### config.mk
export PLATFORM = sky130hd
export DESIGN_NAME = rx_byte_ring_buffer
export DESIGN_NICKNAME = d
export VERILOG_FILES = /design/src/design/rbrb_pkg.sv /design/src/design/rx_byte_ring_buffer.sv /design/src/design/rbrb_ram.sv /design/src/design/rbrb_ctrl.sv
export SDC_FILE = /design/constraint.sdc
export NUM_CORES = 1
export LEC_CHECK = 0
export BUFFER_PORTS_ARGS = -buffer_cell sky130_fd_sc_hd__buf_2
export CAP_MARGIN = 5
export CORE_MARGIN = 1.5
export CORE_UTILIZATION = 45
export DETAILED_ROUTE_END_ITERATION = 12
export SYNTH_ARGS = -nofsm -noshare
export SYNTH_HDL_FRONTEND = slang
export SYNTH_SLANG_ARGS = --single-unit
export TNS_END_PERCENT = 5
### constraint.sdc
create_clock -name clk_i -period 3.6 [get_ports clk_i]
set_input_delay 0.72 -clock clk_i [delete_from_list [all_inputs] [get_ports clk_i]]
set_output_delay 0.72 -clock clk_i [all_outputs]
set_load 0.02 [all_outputs]
### src/design/rbrb_pkg.sv
package rbrb_pkg;

  typedef enum logic [1:0] {
    REQ_PUSH  = 2'd0,
    REQ_POP   = 2'd1,
    REQ_PEEK  = 2'd2,
    REQ_CLEAR = 2'd3
  } req_e;

  localparam int unsigned FILL_W = 7;
  localparam int unsigned BYTE_W = 8;

  localparam logic [BYTE_W-1:0] EMPTY_BYTE = 8'hFF;
  localparam logic [BYTE_W-1:0] CR_BYTE    = 8'h0D;
  localparam logic [BYTE_W-1:0] LF_BYTE    = 8'h0A;

  typedef struct packed {
    logic              pop;
    logic              hit;
    logic              empty;
    logic              dropped;
    logic [FILL_W-1:0] fill;
  } rsp_t;

endpackage

### src/design/rx_byte_ring_buffer.sv
// channel  dir  handshake                 payload
// in       in   in_valid_i / in_ready_o   req_type_i, rx_byte_i
// out      out  out_valid_o / out_ready_i data_out_o, was_empty_o, dropped_oldest_o,
//                                         fill_count_o
// cfg      in   cfg_valid_i / cfg_ready_o cfg_map_cr_to_lf_i
//
// one item per cycle sustained while the output is not stalled; a result passes through the ram
// read register, loaded at the edge that takes its item, and then through the output register
// reset clears both ring indices and sets cr to lf mapping; ram contents stay undefined
// a stalled output holds one result and the ram stage holds one more before in_ready_o drops
// cfg_ready_o is always high
module rx_byte_ring_buffer #(
  parameter int unsigned DEPTH = 128
) (
  input  logic       clk_i,
  input  logic       rst_ni,
  input  logic       in_valid_i,
  output logic       in_ready_o,
  input  logic [1:0] req_type_i,
  input  logic [7:0] rx_byte_i,
  output logic       out_valid_o,
  input  logic       out_ready_i,
  output logic [7:0] data_out_o,
  output logic       was_empty_o,
  output logic       dropped_oldest_o,
  output logic [6:0] fill_count_o,
  input  logic       cfg_valid_i,
  output logic       cfg_ready_o,
  input  logic       cfg_map_cr_to_lf_i
);

  import rbrb_pkg::*;

  localparam int unsigned AW = $clog2(DEPTH);

  logic              in_fire;
  logic              s1_adv;
  logic              s1_v_q;
  rsp_t              s1_rsp_q;
  rsp_t              rsp;
  logic              map_q;
  logic              out_v_q;
  logic [BYTE_W-1:0] data_q, data_d;
  logic              empty_q;
  logic              drop_q;
  logic [FILL_W-1:0] fill_q;
  logic              ram_we;
  logic [AW-1:0]     ram_waddr;
  logic [AW-1:0]     ram_raddr;
  logic [BYTE_W-1:0] ram_rdata;

  assign s1_adv     = !out_v_q || out_ready_i;
  assign in_ready_o = !s1_v_q || s1_adv;
  assign in_fire    = in_valid_i && in_ready_o;
  assign cfg_ready_o = 1'b1;

  rbrb_ctrl #(
    .DEPTH(DEPTH)
  ) u_ctrl (
    .clk_i      (clk_i),
    .rst_ni     (rst_ni),
    .req_fire_i (in_fire),
    .req_type_i (req_type_i),
    .ram_we_o   (ram_we),
    .ram_waddr_o(ram_waddr),
    .ram_raddr_o(ram_raddr),
    .rsp_o      (rsp)
  );

  rbrb_ram #(
    .WIDTH(BYTE_W),
    .DEPTH(DEPTH)
  ) u_ram (
    .clk_i  (clk_i),
    .we_i   (ram_we),
    .waddr_i(ram_waddr),
    .wdata_i(rx_byte_i),
    .re_i   (in_fire),
    .raddr_i(ram_raddr),
    .rdata_o(ram_rdata)
  );

  always_comb begin
    if (s1_rsp_q.empty) begin
      data_d = EMPTY_BYTE;
    end else if (s1_rsp_q.hit) begin
      if (s1_rsp_q.pop && map_q && ram_rdata == CR_BYTE) begin
        data_d = LF_BYTE;
      end else begin
        data_d = ram_rdata;
      end
    end else begin
      data_d = '0;
    end
  end

  always_ff @(posedge clk_i or negedge rst_ni) begin
    if (!rst_ni) begin
      s1_v_q  <= 1'b0;
      out_v_q <= 1'b0;
      map_q   <= 1'b1;
    end else begin
      if (in_fire) begin
        s1_v_q <= 1'b1;
      end else if (s1_adv) begin
        s1_v_q <= 1'b0;
      end
      if (s1_adv) begin
        out_v_q <= s1_v_q;
      end
      if (cfg_valid_i && cfg_ready_o) begin
        map_q <= cfg_map_cr_to_lf_i;
      end
    end
  end

  always_ff @(posedge clk_i) begin
    if (in_fire) begin
      s1_rsp_q <= rsp;
    end
    if (s1_adv && s1_v_q) begin
      data_q  <= data_d;
      empty_q <= s1_rsp_q.empty;
      drop_q  <= s1_rsp_q.dropped;
      fill_q  <= s1_rsp_q.fill;
    end
  end

  assign out_valid_o      = out_v_q;
  assign data_out_o       = data_q;
  assign was_empty_o      = empty_q;
  assign dropped_oldest_o = drop_q;
  assign fill_count_o     = fill_q;

  a_flags_excl: assert property (@(posedge clk_i) disable iff (!rst_ni)
    out_valid_o |-> !(was_empty_o && dropped_oldest_o))
    else $error("empty and dropped both set");

  a_empty_byte: assert property (@(posedge clk_i) disable iff (!rst_ni)
    (out_valid_o && was_empty_o) |-> (data_out_o == EMPTY_BYTE && fill_count_o == '0))
    else $error("empty result carries wrong data");

  a_full_stall: assert property (@(posedge clk_i) disable iff (!rst_ni)
    (s1_v_q && out_v_q && !out_ready_i) |-> !in_ready_o)
    else $error("item taken while both stages are full");

endmodule

### src/design/rbrb_ram.sv
module rbrb_ram #(
  parameter int unsigned WIDTH = 8,
  parameter int unsigned DEPTH = 128
) (
  input  logic                     clk_i,
  input  logic                     we_i,
  input  logic [$clog2(DEPTH)-1:0] waddr_i,
  input  logic [WIDTH-1:0]         wdata_i,
  input  logic                     re_i,
  input  logic [$clog2(DEPTH)-1:0] raddr_i,
  output logic [WIDTH-1:0]         rdata_o
);

  logic [WIDTH-1:0] mem_q [DEPTH];
  logic [WIDTH-1:0] rdata_q;

  always_ff @(posedge clk_i) begin
    if (we_i) begin
      mem_q[waddr_i] <= wdata_i;
    end
    if (re_i) begin
      rdata_q <= mem_q[raddr_i];
    end
  end

  assign rdata_o = rdata_q;

endmodule

### src/design/rbrb_ctrl.sv
module rbrb_ctrl #(
  parameter int unsigned DEPTH = 128
) (
  input  logic                     clk_i,
  input  logic                     rst_ni,
  input  logic                     req_fire_i,
  input  logic [1:0]               req_type_i,
  output logic                     ram_we_o,
  output logic [$clog2(DEPTH)-1:0] ram_waddr_o,
  output logic [$clog2(DEPTH)-1:0] ram_raddr_o,
  output rbrb_pkg::rsp_t           rsp_o
);

  import rbrb_pkg::*;

  localparam int unsigned AW = $clog2(DEPTH);
  localparam int unsigned FW = (AW + 1 > FILL_W) ? AW + 1 : FILL_W;

  logic [AW-1:0] wr_q, wr_d;
  logic [AW-1:0] rd_q, rd_d;
  logic [AW-1:0] wr_next;
  logic [AW-1:0] rd_next;
  logic          is_empty;
  logic [FW-1:0] diff;

  function automatic logic [AW-1:0] inc_idx(input logic [AW-1:0] idx);
    return (idx == AW'(DEPTH - 1)) ? '0 : idx + 1'b1;
  endfunction

  always_comb begin
    wr_next  = inc_idx(wr_q);
    rd_next  = inc_idx(rd_q);
    is_empty = (wr_q == rd_q);
    wr_d     = wr_q;
    rd_d     = rd_q;
    rsp_o    = '0;
    case (req_type_i)
      REQ_PUSH: begin
        wr_d = wr_next;
        if (wr_next == rd_q) begin
          rd_d          = rd_next;
          rsp_o.dropped = 1'b1;
        end
      end
      REQ_POP: begin
        if (is_empty) begin
          rsp_o.empty = 1'b1;
        end else begin
          rsp_o.hit = 1'b1;
          rsp_o.pop = 1'b1;
          rd_d      = rd_next;
        end
      end
      REQ_PEEK: begin
        if (is_empty) begin
          rsp_o.empty = 1'b1;
        end else begin
          rsp_o.hit = 1'b1;
        end
      end
      REQ_CLEAR: begin
        wr_d = '0;
        rd_d = '0;
      end
      default: begin
        wr_d = wr_q;
      end
    endcase
    diff = FW'(wr_d) - FW'(rd_d) + ((wr_d < rd_d) ? FW'(DEPTH) : '0);
    rsp_o.fill = diff[FILL_W-1:0];
  end

  always_ff @(posedge clk_i or negedge rst_ni) begin
    if (!rst_ni) begin
      wr_q <= '0;
      rd_q <= '0;
    end else if (req_fire_i) begin
      wr_q <= wr_d;
      rd_q <= rd_d;
    end
  end

  assign ram_we_o    = req_fire_i && (req_type_i == REQ_PUSH);
  assign ram_waddr_o = wr_q;
  assign ram_raddr_o = rd_q;

  a_idx_range: assert property (@(posedge clk_i) disable iff (!rst_ni)
    (32'(wr_q) < DEPTH) && (32'(rd_q) < DEPTH))
    else $error("ring index out of range");

  a_clear_zero: assert property (@(posedge clk_i) disable iff (!rst_ni)
    (req_fire_i && req_type_i == REQ_CLEAR) |=> (wr_q == '0 && rd_q == '0))
    else $error("clear did not reset indices");

  a_drop_on_push: assert property (@(posedge clk_i) disable iff (!rst_ni)
    (req_fire_i && rsp_o.dropped) |=> (rd_q == $past(rd_next) && wr_q == $past(wr_next)))
    else $error("overwrite did not advance both indices");

endmodule

==> flow_summary.toml, run 1 <==
[power_and_ir_drop]
power.internal_uw = 24560
power.total_uw = 33870
switching_share = 0.2748
switching_power_uw = 9305
p_comb_frac = 0.257
pwr-share-clk = 0.323
power_density_nw_per_um2 = 686.7
p_leak_uw = 0.01542
vdd_ir_drop_max_v = 0.0006202
seqPwrFrac = 0.419

[layout]
fin_cells = 3559
final_common_cell = "edfxtp_1"
fin_nets = 2242
syn_to_final_growth_pct = 15.84
drive_gt1_frac = 0.3396
final_cell_mix = "edfxtp_1, mux4_2, buf_4"

[global_route]
grt_max_degree = 137
grt_pass1_vias = 20990
grt_pass1_wl_microns = 143200
antenna_found_initial = 1
grt.overflow.total = 0
track_usage = 0.2033

[timing]
post-route-min-period_ps = 3689
finalSetupViolations = 1
rsz0062_at_grt = "true"
tightest_slew_ps = 1097
fin_worst_skew_ps = 27.96
worst_slack_ps = -89.00
slew_violations = 0
slew_headroom = 0.2686
finalHoldViolCount = 0
fmax_mhz = 271.1
fin_crit_sh = 1.025

[logic_synthesis]
synthArstFlopShare = 0.01578
synth_top_family_by_area = "multiplexers"
ys_seq_elements = 1077
synth-simple-area-share = 0.02772
synth_edf_count = 1060
syn_nets = 1967
synth_adder_area_share = 0.003703
syn-cell-area_sq_um = 42570
syn_area_per_cell_sq_um = 21.96
synth_cells = 1939
synthFlopType = "edfxtp_1"
synth_compound_area_frac = 0.01440
synth.yosys.seq_area_share = 0.7577
synthXorXnorAreaFrac = 0.003703
ys_warn_count = 0
synth.area.mux_share = 0.1797
synth_cell_types = 66

[worst_setup_path]
cp-start-kind = "flop"
required_ps = 4030
criticalPathCategory = "flop to flop"
cp-end-kind = "flop"
cp_max_fo = 3
worstPathArrival_ps = 4120

[cts]
cts_root_buf = "clkbuf_16"
tritoncts = "done"
clock_sinks = 1077
clk_pin_slew_worst_paths_ps = 60
cts_buffer_depth = 3
cts_buffers = 108
htree_levels = 3
postCtsHoldBufs = 0
clk_latency_ps = 690

[place]
port_buffers = 34
dp.cells = 3353
gp_congestion = 0.8790
dp_hpwl_microns = 59150

[floorplan]
dieArea_sq_um = 96460
start_util = 0.4555
dieWidth_microns = 310.6
dieHeight_microns = 310.6
num_io_pins = 36
core-area_sq_um = 93470
num_rows = 112

[routing]
via_per_inst = 5.732
vias = 20400
totalWireLength_microns = 97380
post_drt_wl_per_cell_microns = 27.36
drcViolationCount = 0
drt-initial-drc-count = 2109
antenna_left = 0
drt-pass1-iter-count = 5

[run_status]
outcome = "complete, but fails checks"
violations = "negative setup slack"

[flow_run]
cap_violations = 0

[worst_hold_path]
min_path_type = "input port to asynchronous set/reset pin"
-- worst max-delay path, stage by stage (launching register included) --
cell and delay [ps]:
dfrtp_1 410, ha_4 250, xor2_1 160, a31oi_1 210, o2111ai_2 190, nor4b_4 350, a31oi_2 150, nor3_2 240
mux2_4 200, ha_4 120, inv_2 40, fa_2 390, a21oi_2 130, nor2_1 50, nor2_1 160, o21ai_1 90
xnor2_1 140, xnor2_1 150
-- registers in the layout (all words and copies together), names as in the netlist --
name                cells
fill_count_o            7
was_empty_o             1
u_ctrl.ram_waddr_o      7
u_ctrl.ram_raddr_o      7
map_q                   1
dropped_oldest_o        1
out_valid_o             1
s1_v_q                  1
data_out_o              8
u_ram.mem_q          1024
s1_rsp_q               11
u_ram.rdata_o           8
-- cell families (layout without fill, tap and decap cells) --
| kind of cell | after synthesis | in the layout |
|---|---|---|
| XOR/XNOR | 18 | 18 |
| adder cells (fa/ha/maj) | 12 | 12 |
| multiplexers | 363 | 363 |
| flip-flops | 1077 | 1077 |
| other | 1 | 3 |
| AND/OR/NAND/NOR | 263 | 263 |
| buffers and inverters | 123 | 487 |
| AO/OA/AOI/OAI | 82 | 82 |
-- cells in the mapped netlist, types with 9 or more instances --
| cell type | count | area (sq um) |
|---|---|---|
| o21ai_0 | 10 | 50.05 |
| xnor2_1 | 15 | 131.4 |
| a21oi_1 | 11 | 55.05 |
| mux4_2 | 320 | 7207 |
| a22o_1 | 9 | 78.83 |
| clkbuf_1 | 51 | 191.4 |
| mux2i_1 | 36 | 360.4 |
| inv_1 | 12 | 45.04 |
| edfxtp_1 | 1060 | 31830 |
| a21o_1 | 11 | 82.58 |
| dfrtp_1 | 16 | 400.4 |
| nor2_1 | 157 | 589.3 |
| nand3_1 | 19 | 95.09 |
| buf_4 | 9 | 67.56 |
| buf_2 | 33 | 165.2 |
| ha_1 | 11 | 137.6 |
| nand2_1 | 36 | 135.1 |
| buf_1 | 15 | 56.30 |
-- stage by stage --
step / utilization / setup TNS, ps / area (sq um) / hold WS [ps] / worst slack (ps)
after detailed placement: 0.4896 / -336.5 / 45760 / 408.1 / -177.7
after floorplan: - / -16.47 / 42600 / 400.3 / -16.47
after global routing: 0.5275 / -537.2 / 49310 / 82.50 / -278.8
after CTS: 0.5273 / -18.22 / 49290 / 44.77 / -18.22
final: 0.5276 / -89.00 / 49310 / 75.76 / -89.00
after global placement: 0.4896 / -288.1 / 45760 / 410.5 / -153.8
-- per-layer routing --
layer	global-route usage	share of wire
met5	0	0
met4	0.06317	0.026
met3	0.03446	0.061
met2	0.3176	0.48
met1	0.2950	0.44
-- worst paths after layout --
| check | from | depth (start not counted) | slack, ps | end |
|---|---|---|---|---|
| max in group asynchronous | rst_ni | 1 | 3010 | u_ctrl.ram_raddr_o[0]$_DFFE_PN0P_ |
| max reg2reg | u_ctrl.ram_waddr_o[1]$_DFFE_PN0P_ | 17 | -90 | s1_rsp_q[6]$_DFFE_PP_ |
| max | u_ctrl.ram_waddr_o[1]$_DFFE_PN0P_ | 17 | -90 | s1_rsp_q[6]$_DFFE_PP_ |
| min in group clk_i | in_valid_i | 2 | 250 | s1_v_q$_DFFE_PN0P_ |
| min reg2reg | s1_rsp_q[4]$_DFFE_PP_ | 0 | 420 | fill_count_o[4]$_DFFE_PP_ |
| min | rst_ni | 1 | 80 | u_ctrl.ram_waddr_o[3]$_DFFE_PN0P_ |
-- area by class of cell --
type                            count  area, sq um
Antenna cell                        2        5.005
Clock buffer                      139         2872
Clock inverter                     60        590.6
Fill cell                        7192        44160
Inverter                           13        48.80
Multi-Input combinational cell    739         9829
Sequential cell                  1077        32270
Tap cell                         1254         1569
Timing Repair Buffer              275         2125
-- power by group through the flow --
stage          clock [uW]  sequential, uW  combinational (uW)
2_1_floorplan           0           14400                5770
3_3_place_gp            0           14500                8690
3_5_place_dp            0           14500                8740
4_1_cts             11200           14200                8820
5_1_grt             11600           14200                9220
6_report            10900           14200                8710
-- timing repair --
item / CTS / global route
pin swaps: 13 / 9
resized for setup: 9 / 2
gates cloned: 0 / 0
setup endpoints to repair: 3 / 4
buffers inserted: 3 / 2
(Power assumes the default switching activity.)
==> inputs of run 2 (changes only) <==
- CORE_UTILIZATION: 45 -> 57
- PLACE_DENSITY: unset -> 0.76
==> run 2 against run 1 <==
  * The flow still finishes with violations (negative setup slack)
  * Worst setup slack gained 21 ps
  * Register-to-register slack gained 20 ps
  * Worst hold slack lost 23 ps
  * First-iteration DRC count grew 24%
  * Total power shrank 2.3%
  * Final cell count shrank 9.7%
  * Die area shrank 21%
  * Critical path type unchanged
  * Core utilization grew 12 points
  * Final area shrank 1.9%
  * Largest cell class unchanged
==> flow_summary.toml, run 2 (synthesis results as in run 1) <==
[run_status]
outcome = "complete, but fails checks"
violations = "negative setup slack"

[layout]
final_cell_mix = "edfxtp_1, mux4_2, buf_4"
fin_util = 0.6522
drive_gt1_frac = 0.3170
multi_input_area_sq_um = 9826
top_register = "u_ram.mem_q"
antennaDiodeCount = 0
register_area_sq_um = 32270
fin_nets = 2184
largestRegisters = "u_ram.mem_q: 1024 flops, s1_rsp_q: 11 flops"
largest_register_ffs = 1024
syn_to_final_growth_pct = 13.67
final_common_cell = "edfxtp_1"
final.fill_count = 4624

[timing]
fin_crit_sh = 1.019
finalHoldViolCount = 0
worst_slack_ps = -67.63
rsz0062_at_grt = "true"
fin_worst_skew_ps = 25.15
finalSetupViolations = 3
post-route-min-period_ps = 3668
slew_violations = 0
tightest_slew_ps = 1041
slew_headroom = 0.3063
fmax_mhz = 272.7

[worst_setup_path]
criticalPathCategory = "flop to flop"
r2r_cells = 18
cp-end-kind = "flop"
worstPathArrival_ps = 4060
rrSetupSlack_ps = -70
r2r-end = "s1_rsp_q[6]$_DFFE_PP_"
required_ps = 3990
reg2reg_from = "u_ctrl.ram_waddr_o[1]$_DFFE_PN0P_"
cp_max_fo = 6
cp-start-kind = "flop"

[routing]
antenna_left = 0
via_per_inst = 6.455
drt-pass1-iter-count = 6
post_drt_wl_per_cell_microns = 29.70
drt-initial-drc-count = 2608
drcViolationCount = 0
vias = 20730
totalWireLength_microns = 95410

[floorplan]
dieHeight_microns = 276.3
num_io_pins = 36
dieArea_sq_um = 76330
start_util = 0.5738
dieWidth_microns = 276.3
core-area_sq_um = 74200
num_rows = 100

[place]
port_buffers = 34
pre_cts_slack_ps = -256.3
dp_hpwl_microns = 56920
gp_congestion = 0.8973

[worst_hold_path]
min_path_type = "input port to asynchronous set/reset pin"

[global_route]
track_usage = 0.2536
grt_max_degree = 159
grt_pass1_vias = 21150
grt.overflow.total = 0
antenna_found_initial = 4
grt_pass1_wl_microns = 140700

[cts]
htree_levels = 3
clk_latency_ps = 660
clk_pin_slew_worst_paths_ps = 60
postCtsHoldBufs = 0
cts_root_buf = "clkbuf_16"
clock_sinks = 1077
cts_buffer_depth = 3
cts_buffers = 103
tritoncts = "done"

[flow_run]
cap_violations = 0

[power_and_ir_drop]
p_leak_uw = 0.01505
power_density_nw_per_um2 = 683.9
vdd_ir_drop_max_v = 0.0008301
## run 2: routing by layer
metal / GRT usage / vias up / part of all wire
li1: - / 8578 / -
met5: 0 / - / 0.00040
met4: 0.08712 / 6 / 0.029
met3: 0.04352 / 166 / 0.092
met1: 0.3603 / 10890 / 0.38
met2: 0.4068 / 1094 / 0.49
## run 2: how the worst max path moves through the flow
stage                                            startpoint  cells past startpoint  slack (ps)                     to
after detailed placement  u_ctrl.ram_waddr_o[1]$_DFFE_PN0P_                     18        -260  s1_rsp_q[6]$_DFFE_PP_
after global routing      u_ctrl.ram_waddr_o[1]$_DFFE_PN0P_                     18        -200  s1_rsp_q[6]$_DFFE_PP_
after CTS                 u_ctrl.ram_waddr_o[1]$_DFFE_PN0P_                     18         -50  s1_rsp_q[6]$_DFFE_PP_
after floorplan           u_ctrl.ram_waddr_o[0]$_DFFE_PN0P_                     18         -20  s1_rsp_q[6]$_DFFE_PP_
final                     u_ctrl.ram_waddr_o[1]$_DFFE_PN0P_                     18         -70  s1_rsp_q[6]$_DFFE_PP_
after global placement    u_ctrl.ram_waddr_o[0]$_DFFE_PN0P_                     18        -210  s1_rsp_q[6]$_DFFE_PP_
## run 2: per-stage QoR
step	cells	area (sq um)	hold WS, ps	TNS, ps	power (uW)
3_3_place_gp	3013	45020	406.1	-264.0	22750
3_5_place_dp	3013	45020	404.5	-430.2	22810
2_1_floorplan	1939	42600	400.3	-16.47	20180
4_1_cts	3211	48370	30.95	-54.58	33270
5_1_grt	3212	48390	67.15	-530.8	34130
6_report	3212	48390	52.27	-85.44	33090
## run 2: cell type report
type,count,share of cell area
sequential,1077,0.6669
multi-input combinational,739,0.2030
clock buffer,137,0.05696
timing repair buffer,222,0.03643
tap,969,0.02505
clock inverter,55,0.01052
inverter,13,0.001060
## run 2: critical path, stage by stage (launching register included)
cell and delay [ps]:
dfrtp_1 400, ha_4 200, nand2_1 70, or2_1 230, a221o_1 340, nor4b_4 340, buf_4 190, nand2_4 40
a211o_1 290, mux2_4 280, ha_4 160, inv_4 50, fa_2 200, a21oi_2 50, nor2_1 100, nor2_1 60
o21ai_1 160, xnor2_1 110, xnor2_1 140
## run 2: power by group
group,switching [uW],leakage (uW),internal (uW)
registers,139,0.00977,14100
logic,4330,0.00370,4130
clock network,4490,0.00159,5960
total,8950,0.0151,24100
## run 2: timing repair
item | CTS | global route
setup buffers | 6 | 1
resized for setup | 8 | 5
endpoints found under the setup margin | 3 | 5
pin swaps | 11 | 3
